<file path="src/rtl/cdsw_pkg.sv">
`timescale 1ns / 1ps

package cdsw_pkg;

    localparam int unsigned MinW       = 10;
    localparam int unsigned SecW       = 6;
    localparam int unsigned TenthsW    = 4;
    localparam int unsigned MsW        = 10;
    localparam int unsigned SubW       = 7;
    localparam int unsigned SwMinW     = 7;

    localparam logic [MinW-1:0]    MAX_MINUTES     = 10'd999;
    localparam logic [MinW-1:0]    DEFAULT_MINUTES = 10'd26;
    localparam logic [MsW-1:0]     MS_LAST         = 10'd999;
    localparam logic [SecW-1:0]    SEC_LAST        = 6'd59;
    localparam logic [SubW-1:0]    SUB_LAST        = 7'd99;
    localparam logic [TenthsW-1:0] TENTHS_LAST     = 4'd9;
    localparam logic [SwMinW-1:0]  SW_MIN_LAST     = 7'd99;

    typedef enum logic [2:0] {
        REQ_TICK        = 3'd0,
        REQ_FOCUS_START = 3'd1,
        REQ_FOCUS_STOP  = 3'd2,
        REQ_SW_START    = 3'd3,
        REQ_SW_PAUSE    = 3'd4,
        REQ_SW_RESET    = 3'd5,
        REQ_SW_EXIT     = 3'd6
    } req_type_t;

    typedef enum logic [1:0] {
        MODE_IDLE  = 2'd0,
        MODE_FOCUS = 2'd1,
        MODE_SW    = 2'd2
    } mode_t;

endpackage

</file>
<file path="src/rtl/cdsw_ifs.sv">
`timescale 1ns / 1ps

interface cdsw_req_if import cdsw_pkg::*; ();
    logic            valid;
    logic            ready;
    logic [2:0]      req_type;
    logic [MinW-1:0] minutes;

    modport source (output valid, output req_type, output minutes, input ready);
    modport sink   (input valid, input req_type, input minutes, output ready);
endinterface

interface cdsw_rsp_if import cdsw_pkg::*; ();
    logic               valid;
    logic               ready;
    logic [1:0]         mode;
    logic [MinW-1:0]    disp_minutes;
    logic [SecW-1:0]    disp_seconds;
    logic [TenthsW-1:0] disp_tenths;
    logic               sw_running;
    logic               focus_done;

    modport source (
        output valid, output mode, output disp_minutes, output disp_seconds,
        output disp_tenths, output sw_running, output focus_done, input ready
    );
    modport sink (
        input valid, input mode, input disp_minutes, input disp_seconds,
        input disp_tenths, input sw_running, input focus_done, output ready
    );
endinterface

</file>
<file path="src/rtl/countdown_and_stopwatch_timer_top.sv">
`timescale 1ns / 1ps
// channel   | dir | handshake    | payload
// ----------+-----+--------------+------------------------------------------------
// req       | in  | valid/ready  | req_type[2:0], minutes[9:0]
// rsp       | out | valid/ready  | mode, disp_minutes, disp_seconds, disp_tenths,
//           |     |              | sw_running, focus_done
// cfg       | in  | cfg_wr_en    | cfg_wr_data[9:0] (default focus minutes)
//
// one req beat in, one rsp beat out; a beat can enter every cycle while rsp is not stalled
// each beat passes the input register, then the state update into the result register
// both registers advance together when the result register is empty or being taken,
// so a stalled rsp holds its beat and req backs up one stage at a time
// rst_n clears all control and timer state asynchronously; default minutes reset to 26

module countdown_and_stopwatch_timer_top
    import cdsw_pkg::*;
(
    input  logic            clk,
    input  logic            rst_n,
    cdsw_req_if.sink        req,
    cdsw_rsp_if.source      rsp,
    input  logic            cfg_wr_en,
    input  logic [MinW-1:0] cfg_wr_data
);

    // input stage
    logic            in_valid_reg;
    logic [2:0]      in_type_reg;
    logic [MinW-1:0] in_minutes_reg;

    // result stage
    logic               out_valid_reg;
    mode_t              out_mode_reg;
    logic [MinW-1:0]    out_minutes_reg;
    logic [SecW-1:0]    out_seconds_reg;
    logic [TenthsW-1:0] out_tenths_reg;
    logic               out_running_reg;
    logic               out_done_reg;

    // configuration
    logic [MinW-1:0] default_min_reg;

    // countdown keeps the remaining time as minutes and seconds, no divide needed
    logic            focus_on_reg,  focus_on_next;
    logic [MinW-1:0] focus_min_reg, focus_min_next;
    logic [SecW-1:0] focus_sec_reg, focus_sec_next;
    logic [MsW-1:0]  focus_ms_reg,  focus_ms_next;

    // stopwatch keeps ms split into tenths and the ms inside a tenth
    logic               sw_shown_reg,    sw_shown_next;
    logic               sw_counting_reg, sw_counting_next;
    logic [SubW-1:0]    sw_sub_reg,      sw_sub_next;
    logic [TenthsW-1:0] sw_tenths_reg,   sw_tenths_next;
    logic [SecW-1:0]    sw_sec_reg,      sw_sec_next;
    logic [SwMinW-1:0]  sw_min_reg,      sw_min_next;

    logic            done_next;
    logic            advance;
    logic [MinW-1:0] start_min;

    assign advance   = in_valid_reg && (!out_valid_reg || rsp.ready);
    assign req.ready = !in_valid_reg || advance;

    // zero asks for the default, large values saturate
    always_comb
    begin
        start_min = (in_minutes_reg == '0) ? default_min_reg : in_minutes_reg;
        if (start_min > MAX_MINUTES)
        begin
            start_min = MAX_MINUTES;
        end
    end

    always_comb
    begin
        focus_on_next    = focus_on_reg;
        focus_min_next   = focus_min_reg;
        focus_sec_next   = focus_sec_reg;
        focus_ms_next    = focus_ms_reg;
        sw_shown_next    = sw_shown_reg;
        sw_counting_next = sw_counting_reg;
        sw_sub_next      = sw_sub_reg;
        sw_tenths_next   = sw_tenths_reg;
        sw_sec_next      = sw_sec_reg;
        sw_min_next      = sw_min_reg;
        done_next        = 1'b0;

        unique case (req_type_t'(in_type_reg))
            REQ_TICK:
            begin
                if (focus_on_reg)
                begin
                    if (focus_ms_reg == MS_LAST)
                    begin
                        focus_ms_next = '0;
                        // one more whole second elapsed
                        if (focus_sec_reg == '0)
                        begin
                            focus_sec_next = SEC_LAST;
                            focus_min_next = focus_min_reg - 1'b1;
                        end
                        else
                        begin
                            focus_sec_next = focus_sec_reg - 1'b1;
                        end
                        // expiry when the last second runs out
                        if ((focus_min_reg == '0) && (focus_sec_reg == SecW'(1)))
                        begin
                            focus_on_next = 1'b0;
                            done_next     = 1'b1;
                        end
                    end
                    else
                    begin
                        focus_ms_next = focus_ms_reg + 1'b1;
                    end
                end
                if (sw_counting_reg)
                begin
                    if (sw_sub_reg == SUB_LAST)
                    begin
                        sw_sub_next = '0;
                        if (sw_tenths_reg == TENTHS_LAST)
                        begin
                            sw_tenths_next = '0;
                            if (sw_sec_reg == SEC_LAST)
                            begin
                                sw_sec_next = '0;
                                sw_min_next = (sw_min_reg == SW_MIN_LAST) ? '0
                                                                          : sw_min_reg + 1'b1;
                            end
                            else
                            begin
                                sw_sec_next = sw_sec_reg + 1'b1;
                            end
                        end
                        else
                        begin
                            sw_tenths_next = sw_tenths_reg + 1'b1;
                        end
                    end
                    else
                    begin
                        sw_sub_next = sw_sub_reg + 1'b1;
                    end
                end
            end
            REQ_FOCUS_START:
            begin
                focus_on_next  = 1'b1;
                focus_min_next = start_min;
                focus_sec_next = '0;
                focus_ms_next  = '0;
                sw_shown_next  = 1'b0;   // stopwatch keeps running hidden
            end
            REQ_FOCUS_STOP:
            begin
                focus_on_next = 1'b0;
            end
            REQ_SW_START:
            begin
                sw_counting_next = 1'b1;
                sw_shown_next    = 1'b1;
                focus_on_next    = 1'b0;
            end
            REQ_SW_PAUSE:
            begin
                sw_counting_next = 1'b0;
            end
            REQ_SW_RESET:
            begin
                sw_sub_next    = '0;
                sw_tenths_next = '0;
                sw_sec_next    = '0;
                sw_min_next    = '0;
            end
            REQ_SW_EXIT:
            begin
                sw_shown_next    = 1'b0;
                sw_counting_next = 1'b0;
                sw_sub_next      = '0;
                sw_tenths_next   = '0;
                sw_sec_next      = '0;
                sw_min_next      = '0;
            end
            default:
            begin
                // unused code: display only
            end
        endcase
    end

    // input register
    always_ff @(posedge clk or negedge rst_n)
    begin
        if (!rst_n)
        begin
            in_valid_reg <= 1'b0;
        end
        else if (req.ready)
        begin
            in_valid_reg <= req.valid;
        end
    end

    always_ff @(posedge clk)
    begin
        if (req.valid && req.ready)
        begin
            in_type_reg    <= req.req_type;
            in_minutes_reg <= req.minutes;
        end
    end

    // configuration register, clamped to 1..MAX_MINUTES on write
    always_ff @(posedge clk or negedge rst_n)
    begin
        if (!rst_n)
        begin
            default_min_reg <= DEFAULT_MINUTES;
        end
        else if (cfg_wr_en)
        begin
            if (cfg_wr_data == '0)
            begin
                default_min_reg <= MinW'(1);
            end
            else if (cfg_wr_data > MAX_MINUTES)
            begin
                default_min_reg <= MAX_MINUTES;
            end
            else
            begin
                default_min_reg <= cfg_wr_data;
            end
        end
    end

    // timer state, updated once per beat leaving the input register
    always_ff @(posedge clk or negedge rst_n)
    begin
        if (!rst_n)
        begin
            focus_on_reg    <= 1'b0;
            focus_min_reg   <= DEFAULT_MINUTES;
            focus_sec_reg   <= '0;
            focus_ms_reg    <= '0;
            sw_shown_reg    <= 1'b0;
            sw_counting_reg <= 1'b0;
            sw_sub_reg      <= '0;
            sw_tenths_reg   <= '0;
            sw_sec_reg      <= '0;
            sw_min_reg      <= '0;
        end
        else if (advance)
        begin
            focus_on_reg    <= focus_on_next;
            focus_min_reg   <= focus_min_next;
            focus_sec_reg   <= focus_sec_next;
            focus_ms_reg    <= focus_ms_next;
            sw_shown_reg    <= sw_shown_next;
            sw_counting_reg <= sw_counting_next;
            sw_sub_reg      <= sw_sub_next;
            sw_tenths_reg   <= sw_tenths_next;
            sw_sec_reg      <= sw_sec_next;
            sw_min_reg      <= sw_min_next;
        end
    end

    // result register
    always_ff @(posedge clk or negedge rst_n)
    begin
        if (!rst_n)
        begin
            out_valid_reg <= 1'b0;
        end
        else if (advance)
        begin
            out_valid_reg <= 1'b1;
        end
        else if (rsp.ready)
        begin
            out_valid_reg <= 1'b0;
        end
    end

    // display follows the state after the beat; countdown wins over stopwatch
    always_ff @(posedge clk)
    begin
        if (advance)
        begin
            out_running_reg <= sw_counting_next;
            out_done_reg    <= done_next;
            if (focus_on_next)
            begin
                out_mode_reg    <= MODE_FOCUS;
                out_minutes_reg <= focus_min_next;
                out_seconds_reg <= focus_sec_next;
                out_tenths_reg  <= '0;
            end
            else if (sw_shown_next)
            begin
                out_mode_reg    <= MODE_SW;
                out_minutes_reg <= MinW'(sw_min_next);
                out_seconds_reg <= sw_sec_next;
                out_tenths_reg  <= sw_tenths_next;
            end
            else
            begin
                out_mode_reg    <= MODE_IDLE;
                out_minutes_reg <= '0;
                out_seconds_reg <= '0;
                out_tenths_reg  <= '0;
            end
        end
    end

    assign rsp.valid        = out_valid_reg;
    assign rsp.mode         = out_mode_reg;
    assign rsp.disp_minutes = out_minutes_reg;
    assign rsp.disp_seconds = out_seconds_reg;
    assign rsp.disp_tenths  = out_tenths_reg;
    assign rsp.sw_running   = out_running_reg;
    assign rsp.focus_done   = out_done_reg;

endmodule

</file>
<file path="src/flat_wrapper.sv">
// flat-port wrapper written by rule: the top's interface ports become plain ports
module countdown_and_stopwatch_timer_top_flat import cdsw_pkg::*;
  (clk, rst_n, cfg_wr_en, cfg_wr_data, req_valid, req_req_type, req_minutes, req_ready, rsp_valid, rsp_mode, rsp_disp_minutes, rsp_disp_seconds, rsp_disp_tenths, rsp_sw_running, rsp_focus_done, rsp_ready);
  cdsw_req_if req_i ();
  cdsw_rsp_if rsp_i ();
  input  logic clk;
  input  logic rst_n;
  input  logic cfg_wr_en;
  input  logic [MinW-1:0] cfg_wr_data;
  input wire logic [$bits(req_i.valid)-1:0] req_valid;
  input wire logic [$bits(req_i.req_type)-1:0] req_req_type;
  input wire logic [$bits(req_i.minutes)-1:0] req_minutes;
  output wire logic [$bits(req_i.ready)-1:0] req_ready;
  output wire logic [$bits(rsp_i.valid)-1:0] rsp_valid;
  output wire logic [$bits(rsp_i.mode)-1:0] rsp_mode;
  output wire logic [$bits(rsp_i.disp_minutes)-1:0] rsp_disp_minutes;
  output wire logic [$bits(rsp_i.disp_seconds)-1:0] rsp_disp_seconds;
  output wire logic [$bits(rsp_i.disp_tenths)-1:0] rsp_disp_tenths;
  output wire logic [$bits(rsp_i.sw_running)-1:0] rsp_sw_running;
  output wire logic [$bits(rsp_i.focus_done)-1:0] rsp_focus_done;
  input wire logic [$bits(rsp_i.ready)-1:0] rsp_ready;
  assign req_i.valid = req_valid;
  assign req_i.req_type = req_req_type;
  assign req_i.minutes = req_minutes;
  assign req_ready = req_i.ready;
  assign rsp_valid = rsp_i.valid;
  assign rsp_mode = rsp_i.mode;
  assign rsp_disp_minutes = rsp_i.disp_minutes;
  assign rsp_disp_seconds = rsp_i.disp_seconds;
  assign rsp_disp_tenths = rsp_i.disp_tenths;
  assign rsp_sw_running = rsp_i.sw_running;
  assign rsp_focus_done = rsp_i.focus_done;
  assign rsp_i.ready = rsp_ready;
  countdown_and_stopwatch_timer_top u_core (.clk(clk), .rst_n(rst_n), .req(req_i), .rsp(rsp_i), .cfg_wr_en(cfg_wr_en), .cfg_wr_data(cfg_wr_data));
endmodule
</file>
<file path="config.mk">
export PLATFORM = sky130hd
export DESIGN_NAME = countdown_and_stopwatch_timer_top_flat
export DESIGN_NICKNAME = d
export VERILOG_FILES = /design/src/rtl/cdsw_pkg.sv /design/src/rtl/cdsw_ifs.sv /design/src/rtl/countdown_and_stopwatch_timer_top.sv /design/src/flat_wrapper.sv
export SDC_FILE = /design/constraint.sdc
export NUM_CORES = 1
export LEC_CHECK = 0
export BUFFER_PORTS_ARGS = -buffer_cell sky130_fd_sc_hd__buf_2
export CORE_MARGIN = 2
export CORE_UTILIZATION = 54
export CTS_CLUSTER_SIZE = 16
export DETAILED_ROUTE_END_ITERATION = 10
export PLACE_DENSITY = 0.84
export SETUP_SLACK_MARGIN = 0.3
export SYNTH_ARGS = -nofsm -noshare
export SYNTH_HDL_FRONTEND = slang
export SYNTH_SLANG_ARGS = --single-unit
</file>
<file path="constraint.sdc">
create_clock -name clk -period 2.6 [get_ports clk]
set_clock_uncertainty 0.15 [all_clocks]
set_input_delay 0.39 -clock clk [delete_from_list [all_inputs] [get_ports clk]]
set_output_delay 0.39 -clock clk [all_outputs]
set_load 0.05 [all_outputs]
</file>
==> results.tsv, run 1 <==
stage	metric	value	unit
clocking	Clk Latency, worst-skew pair	390	ps
synth	ranking of synthesized cells by area	dfrtp_1 (25%), edfxtp_1 (19%), nand2_1 (5.2%), o21ai_0 (4.1%), a21oi_1 (3.7%)	
hold_path	Hold Path Depth	1	
synth	syn_nets	648	
setup_path	critical path, cell by cell	ha_4 -> nand4b_1 -> buf_4 -> nor4_4 -> buf_4 -> nand3_2 -> nor3_1 -> a221o_1 -> o32ai_2	
route	routed len/inst	19.65	um
finish	Core Util, Final	69.78	%
timing	setup violators final	0	
place	GP Congestion	1.001	
die	Rows	37	
die	initial core utilization	56.00	%
timing	fin. max-slew vios	0	
clocking	H-tree depth	3	
power_and_ir_drop	Total Power	4242	uW
die	die footprint	0.01160	mm^2
synth	Yosys reg bits	102	
setup_path	r2r endpoint	u_core.rsp.disp_minutes[0]	
route	Via density	6.521	
global_routing	initial antenna violation count	0	
clocking	TritonCTS buffer count	9	
setup_path	Crit path largest cell delay	410	ps
synth	FFs w/ async S/R, synth	63.73	%
place	DP Wirelength	10.70	mm
route	drt first pass iters	5	
job	max-cap violations	0	
setup_path	reg2reg setup slack	70	ps
synth	cell taking the most area after synthesis	dfrtp_1	
clocking	Clock Sinks	102	
global_routing	largest net degree at the start of global routing	56	
hold_path	Hold EP	u_core.in_minutes_reg[9]	
finish	most frequent cells in the layout	nand2_1 (79), buf_4 (62), dfrtp_1 (55)	
global_routing	Overflow after GRT	0	
synth	Simple-Gate Fraction of Synth Area	23.51	%
power_and_ir_drop	Max IR drop VDD	484.7	uV
setup_path	Worst path slowest cell	dfrtp_1	
timing	RSZ-0062 raised after global routing	yes	
clocking	Reg clk slew, reported paths	100	ps
timing	period utilization	97.22	%
clocking	Root Buffer	clkbuf_8	
outcome	outcome	complete, no violations	
finish	diode count	0	
setup_path	CP arrival	2510	ps
synth	Synth top area share	25.43	%
timing	Hold Fails Final Rpt	0	
finish	final net count	752	
finish	Layout area overhead	24.61	%
hold_path	hold crit path type	primary input to flip-flop	
route	DR iter-0 viols	629	
setup_path	WP buf/inv	2	
route	DRC viols	0	
setup_path	Worst R2R Start	u_core.focus_ms_reg[1]	
finish	most common cell after layout, fill and taps aside	nand2_1	
global_routing	GRT Util Overall	27.20	%
clocking	CTS tree	built	
die	DIE WIDTH	107.7	um
synth	synth unique cells	86	
synth	register area share after synthesis	47.27	%
power_and_ir_drop	Pleak	0.002795	uW
synth	mux share of post-synthesis cell area	1.896	%
die	I/O pin count	54	
route	via count	5582	
timing	fmax	0.3956	GHz
setup_path	crit path max fanout	6	
timing	slew at the pin with the worst max-slew slack	708.8	ps
synth	Yosys warnings	0	
setup_path	Reg2Reg Depth	9	
global_routing	vias in the first global route	5125	
timing	Setup TNS	0	ps
power_and_ir_drop	Power per Cell Area	586.3	mW/mm^2
synth	Adder-Cell Fraction of Synth Area	1.939	%
clocking	Max Buffers Root-to-Sink	2	
synth	syn_area_per_cell	9.504	um^2
timing	slew margin rel.	52.13	%
synth	post-synthesis compound-gate area fraction	21.20	%
setup_path	crit path kind	flip-flop to flip-flop	
setup_path	CP delay by family, top	simple AND/OR/NAND/NOR gates	
synth	largest family of logic cells by synthesized area	simple AND/OR/NAND/NOR gates	
synth	number of synthesized flops with an enable pin	37	
finish	Fill cells	728	
setup_path	Worst Path Required	2580	ps
synth	ys flop type	dfrtp_1	
finish	share of cells above drive strength 1	33.47	%
timing	fin crit period	2528	ps
route	Post-DRT Antenna Nets	0	
route	DRT Wirelength	16.82	mm
global_routing	first-pass GRT wire length	24.74	mm
setup_path	CP Launch Type	flip-flop	
place	PortBufs	53	
synth	cells after synthesis	611	
setup_path	CP dominant cell by count	buf_4	
hold_path	hold path start	req_minutes[9]	
synth	Mapped Area	0.005807	mm^2
setup_path	CP Capture Type	flip-flop	
die	Core Box Area	0.01037	mm^2
synth	Synth Area in XOR/XNOR	0.3017	%
die	die extent in y	107.7	um
## layer usage
layer	vias up	GRT usage (%)	part of all wire, %
met3	72	6.114	8.9
met4	0	12.27	4.1
met5	-	0	0
met2	357	45.33	49
li1	2504	-	-
met1	2649	33.69	38
## Yosys cell counts (8+ instances only)
cell      count
nor2b_1       8
dfrtp_1      59
buf_2        11
o22ai_1      19
ha_1          9
o21ai_1      15
o31ai_1      10
nand3_1      23
edfxtp_1     37
inv_1        21
a21oi_1      43
o21ai_0      47
clkbuf_1     13
nor2_1       36
nor3_1       20
nand2b_1     10
nand2_1      80
## logic make-up (layout without fill, tap and decap cells)
kind of cell / count (synthesis) / after routing
xor gates and xnor gates: 2 / 2
and+or+nand+nor: 246 / 246
AOI/OAI and AO/OA: 190 / 190
DFF: 102 / 102
adders and majority gates: 9 / 9
buffers and inverters: 52 / 161
muxes: 10 / 10
## stage by stage
stage               std cells  worst slack [ps]  hold WS (ps)  cell area (um^2)
detailed placement        802             40.15         301.6              6384
floorplan                 611             203.7        -55.59              5843
global placement          802             124.0         300.1              6384
finish                    856             72.26         24.14              7236
CTS                       835             207.7         18.42              6872
global route              856             34.74         11.40              7236
## what timing repair did
| item | in CTS | in global routing |
|---|---|---|
| buffers inserted | 15 | 21 |
| setup endpoints to repair | 29 | 49 |
| resized for setup | 35 | 47 |
| endpoints found under the hold margin | 23 | 0 |
| hold buffers | 1 | 0 |
| cloned | 1 | 0 |
| pin swaps | 14 | 21 |
## worst max path at each step
stage / start / end / cells after the start
5_1_grt: u_core.focus_min_reg[0] / u_core.rsp.disp_minutes[6] / 7
2_1_floorplan: u_core.focus_ms_reg[1] / u_core.rsp.disp_minutes[6] / 8
3_5_place_dp: u_core.in_type_reg[1] / u_core.rsp.disp_minutes[2] / 5
3_3_place_gp: u_core.in_type_reg[1] / u_core.rsp.disp_minutes[2] / 5
4_1_cts: u_core.focus_sec_reg[4] / u_core.rsp.disp_minutes[6] / 7
6_report: u_core.focus_ms_reg[1] / u_core.rsp.disp_minutes[0] / 9
## where the power goes
| part | switching, uW | internal (uW) | total, uW |
|---|---|---|---|
| clock | 583 | 449 | 1030 |
| sequential | 191 | 1860 | 2050 |
| combinational | 716 | 443 | 1160 |
## cell type report
| type | instances | area (um^2) | area share [%] |
|---|---|---|---|
| Clock inverter | 7 | 72.57 | 1.003 |
| Inverter | 22 | 82.58 | 1.141 |
| Timing Repair Buffer | 123 | 835.8 | 11.55 |
| Clock buffer | 9 | 123.9 | 1.712 |
| Tap cell | 136 | 170.2 | 2.352 |
| Sequential cell | 102 | 2750 | 38.01 |
| Multi-Input combinational cell | 457 | 3201 | 44.23 |
(Power assumes the default switching activity.)
==> run 2, diff against run 1 <==
--- a/constraint.sdc
+++ b/constraint.sdc
@@ -4,2 +4,2 @@
 set_output_delay 0.39 -clock clk [all_outputs]
-set_load 0.05 [all_outputs]
+set_load 0.01 [all_outputs]
==> run 2 against run 1 <==
Wire length grew 4.1%; combinational power fell by 11%; critical path type unchanged; clock power barely moved; first-iteration DRC count is 26% higher; sequential share of layout area fell by 0.32 points; final cell count decreased by 0.47%; highest routed layer unchanged.
==> results.tsv, run 2 (same netlist as run 1, synthesis figures left out) <==
stage	metric	value	unit
route	DR iter-0 viols	791	
clocking	TritonCTS buffer count	9	
route	drt first pass iters	7	
die	die footprint	0.01160	mm^2
global_routing	Global Route met1 Usage	35.69	%
global_routing	met3 usage	4.722	%
setup_path	Crit path largest cell delay	460	ps
setup_path	Worst Path Required	2670	ps
setup_path	CP arrival	2640	ps
finish	share of cells above drive strength 1	34.50	%
outcome	outcome	complete, no violations	
global_routing	first-pass GRT wire length	25.51	mm
route	DRC viols	0	
timing	fin crit period	2563	ps
job	max-cap violations	0	
place	DP Wirelength	10.71	mm
finish	Core Util, Final	70.44	%
place	GP Congestion	0.9181	
route	routed len/inst	20.55	um
die	Core Box Area	0.01037	mm^2
setup_path	crit path max fanout	3	
clocking	Clk Latency, worst-skew pair	390	ps
place	Post-DP Area	0.006411	mm^2
timing	fmax	0.3902	GHz
timing	slew margin rel.	58.52	%
timing	RSZ-0062 raised after global routing	yes	
die	DIE WIDTH	107.7	um
route	DRT Wirelength	17.51	mm
global_routing	Overflow after GRT	0	
timing	slew at the pin with the worst max-slew slack	614.1	ps
power_and_ir_drop	Pleak	0.002836	uW
clocking	H-tree depth	3	
setup_path	CP Launch Type	flip-flop	
hold_path	hold crit path type	primary input to flip-flop	
finish	Layout area overhead	25.79	%
setup_path	WP buf/inv	1	
global_routing	met2 usage in global routing	47.48	%
finish	register area	0.002753	mm^2
power_and_ir_drop	Total Power	4134	uW
finish	post-layout instance area	0.007305	mm^2
die	Rows	37	
global_routing	GRT Util Overall	28.33	%
global_routing	initial antenna violation count	0	
timing	fin. max-slew vios	0	
finish	Fill cells	719	
die	I/O pin count	54	
finish	multi-input logic area	0.003273	mm^2
finish	diode count	0	
route	Via density	6.642	
global_routing	largest net degree at the start of global routing	66	
place	PortBufs	53	
route	via count	5659	
setup_path	critical path, cell by cell	ha_4 -> nand4b_1 -> buf_4 -> or4_4 -> nor4_4 -> o21bai_2 -> a21oi_2 -> o32ai_2	
clocking	Clock Sinks	102	
die	initial core utilization	56.00	%
route	Post-DRT Antenna Nets	0	
timing	setup violators final	0	
clocking	CTS tree	built	
clocking	Max Buffers Root-to-Sink	2	
timing	period utilization	98.58	%
setup_path	CP delay by family, top	simple AND/OR/NAND/NOR gates	
die	die extent in y	107.7	um
setup_path	CP Capture Type	flip-flop	
power_and_ir_drop	Power per Cell Area	565.9	mW/mm^2
clocking	Reg clk slew, reported paths	90	ps
global_routing	vias in the first global route	5225	
finish	final net count	748	
power_and_ir_drop	Max IR drop VDD	458.5	uV
timing	Setup TNS	0	ps
finish	most frequent cells in the layout	nand2_1 (80), buf_4 (55), buf_2 (53), dfrtp_1 (53), o21ai_0 (43)	
setup_path	crit path kind	flip-flop to flip-flop	
clocking	Root Buffer	clkbuf_8	
finish	most common cell after layout, fill and taps aside	nand2_1	
global_routing	gr busiest metal	met2	
setup_path	Worst path slowest cell	or4_4	
timing	Hold Fails Final Rpt	0	
[run 2: stage by stage]
stage | hold slack [ps] | instances | worst slack [ps]
2_1_floorplan | -55.59 | 611 | 203.7
3_3_place_gp | 289.9 | 804 | 80.17
3_5_place_dp | 289.8 | 804 | -5.058
4_1_cts | 6.016 | 837 | 147.4
5_1_grt | 6.894 | 852 | 8.125
6_report | 22.01 | 852 | 36.95
[run 2: path summary, 6_finish.rpt]
| path | depth (start not counted) | start | endpoint | slack (ps) |
|---|---|---|---|---|
| worst min-delay path | 1 | req_minutes[1] | u_core.in_minutes_reg[1] | 20 |
| worst min register to register | 2 | u_core.default_min_reg[3] | u_core.default_min_reg[3] | 350 |
| min in group asynchronous | 3 | rst_n | u_core.sw_sub_reg[2] | 410 |
| worst max-delay path | 8 | u_core.focus_ms_reg[1] | u_core.rsp.disp_seconds[5] | 40 |
| max in group asynchronous | 3 | rst_n | u_core.default_min_reg[3] | 1560 |
| worst max register to register | 8 | u_core.focus_ms_reg[1] | u_core.rsp.disp_seconds[5] | 40 |
[run 2: per-layer routing]
layer,routed length [um],part of all wire (%),vias to the layer above
li1,-,-,2482
met1,6592,38,2689
met2,8306,47,389
met3,1708,9.8,99
met4,904,5.2,0
met5,0,0,-
[run 2: area by class of cell]
type	instances	share of cell area, %
clock inverter	1	0.4111
tap	136	2.330
inverter	22	1.131
clock buffer	15	2.278
sequential	102	37.68
multi-input combinational	457	44.81
timing repair buffer	119	11.36
[run 2: repair_timing]
action / 4_1_cts / 5_1_grt
hold buffers: 1 / 0
gates cloned: 1 / 0
setup buffers: 15 / 15
pin swaps: 18 / 27
endpoints found under the hold margin: 59 / 0
gates resized for setup: 53 / 52
setup endpoints to repair: 32 / 51
[run 2: power by group]
| part | total, uW | internal (uW) | switching [uW] |
|---|---|---|---|
| Combinational | 1030 | 438 | 589 |
| Sequential | 2070 | 1860 | 205 |
| Clock | 1040 | 500 | 540 |
| Total | 4130 | 2800 | 1330 |
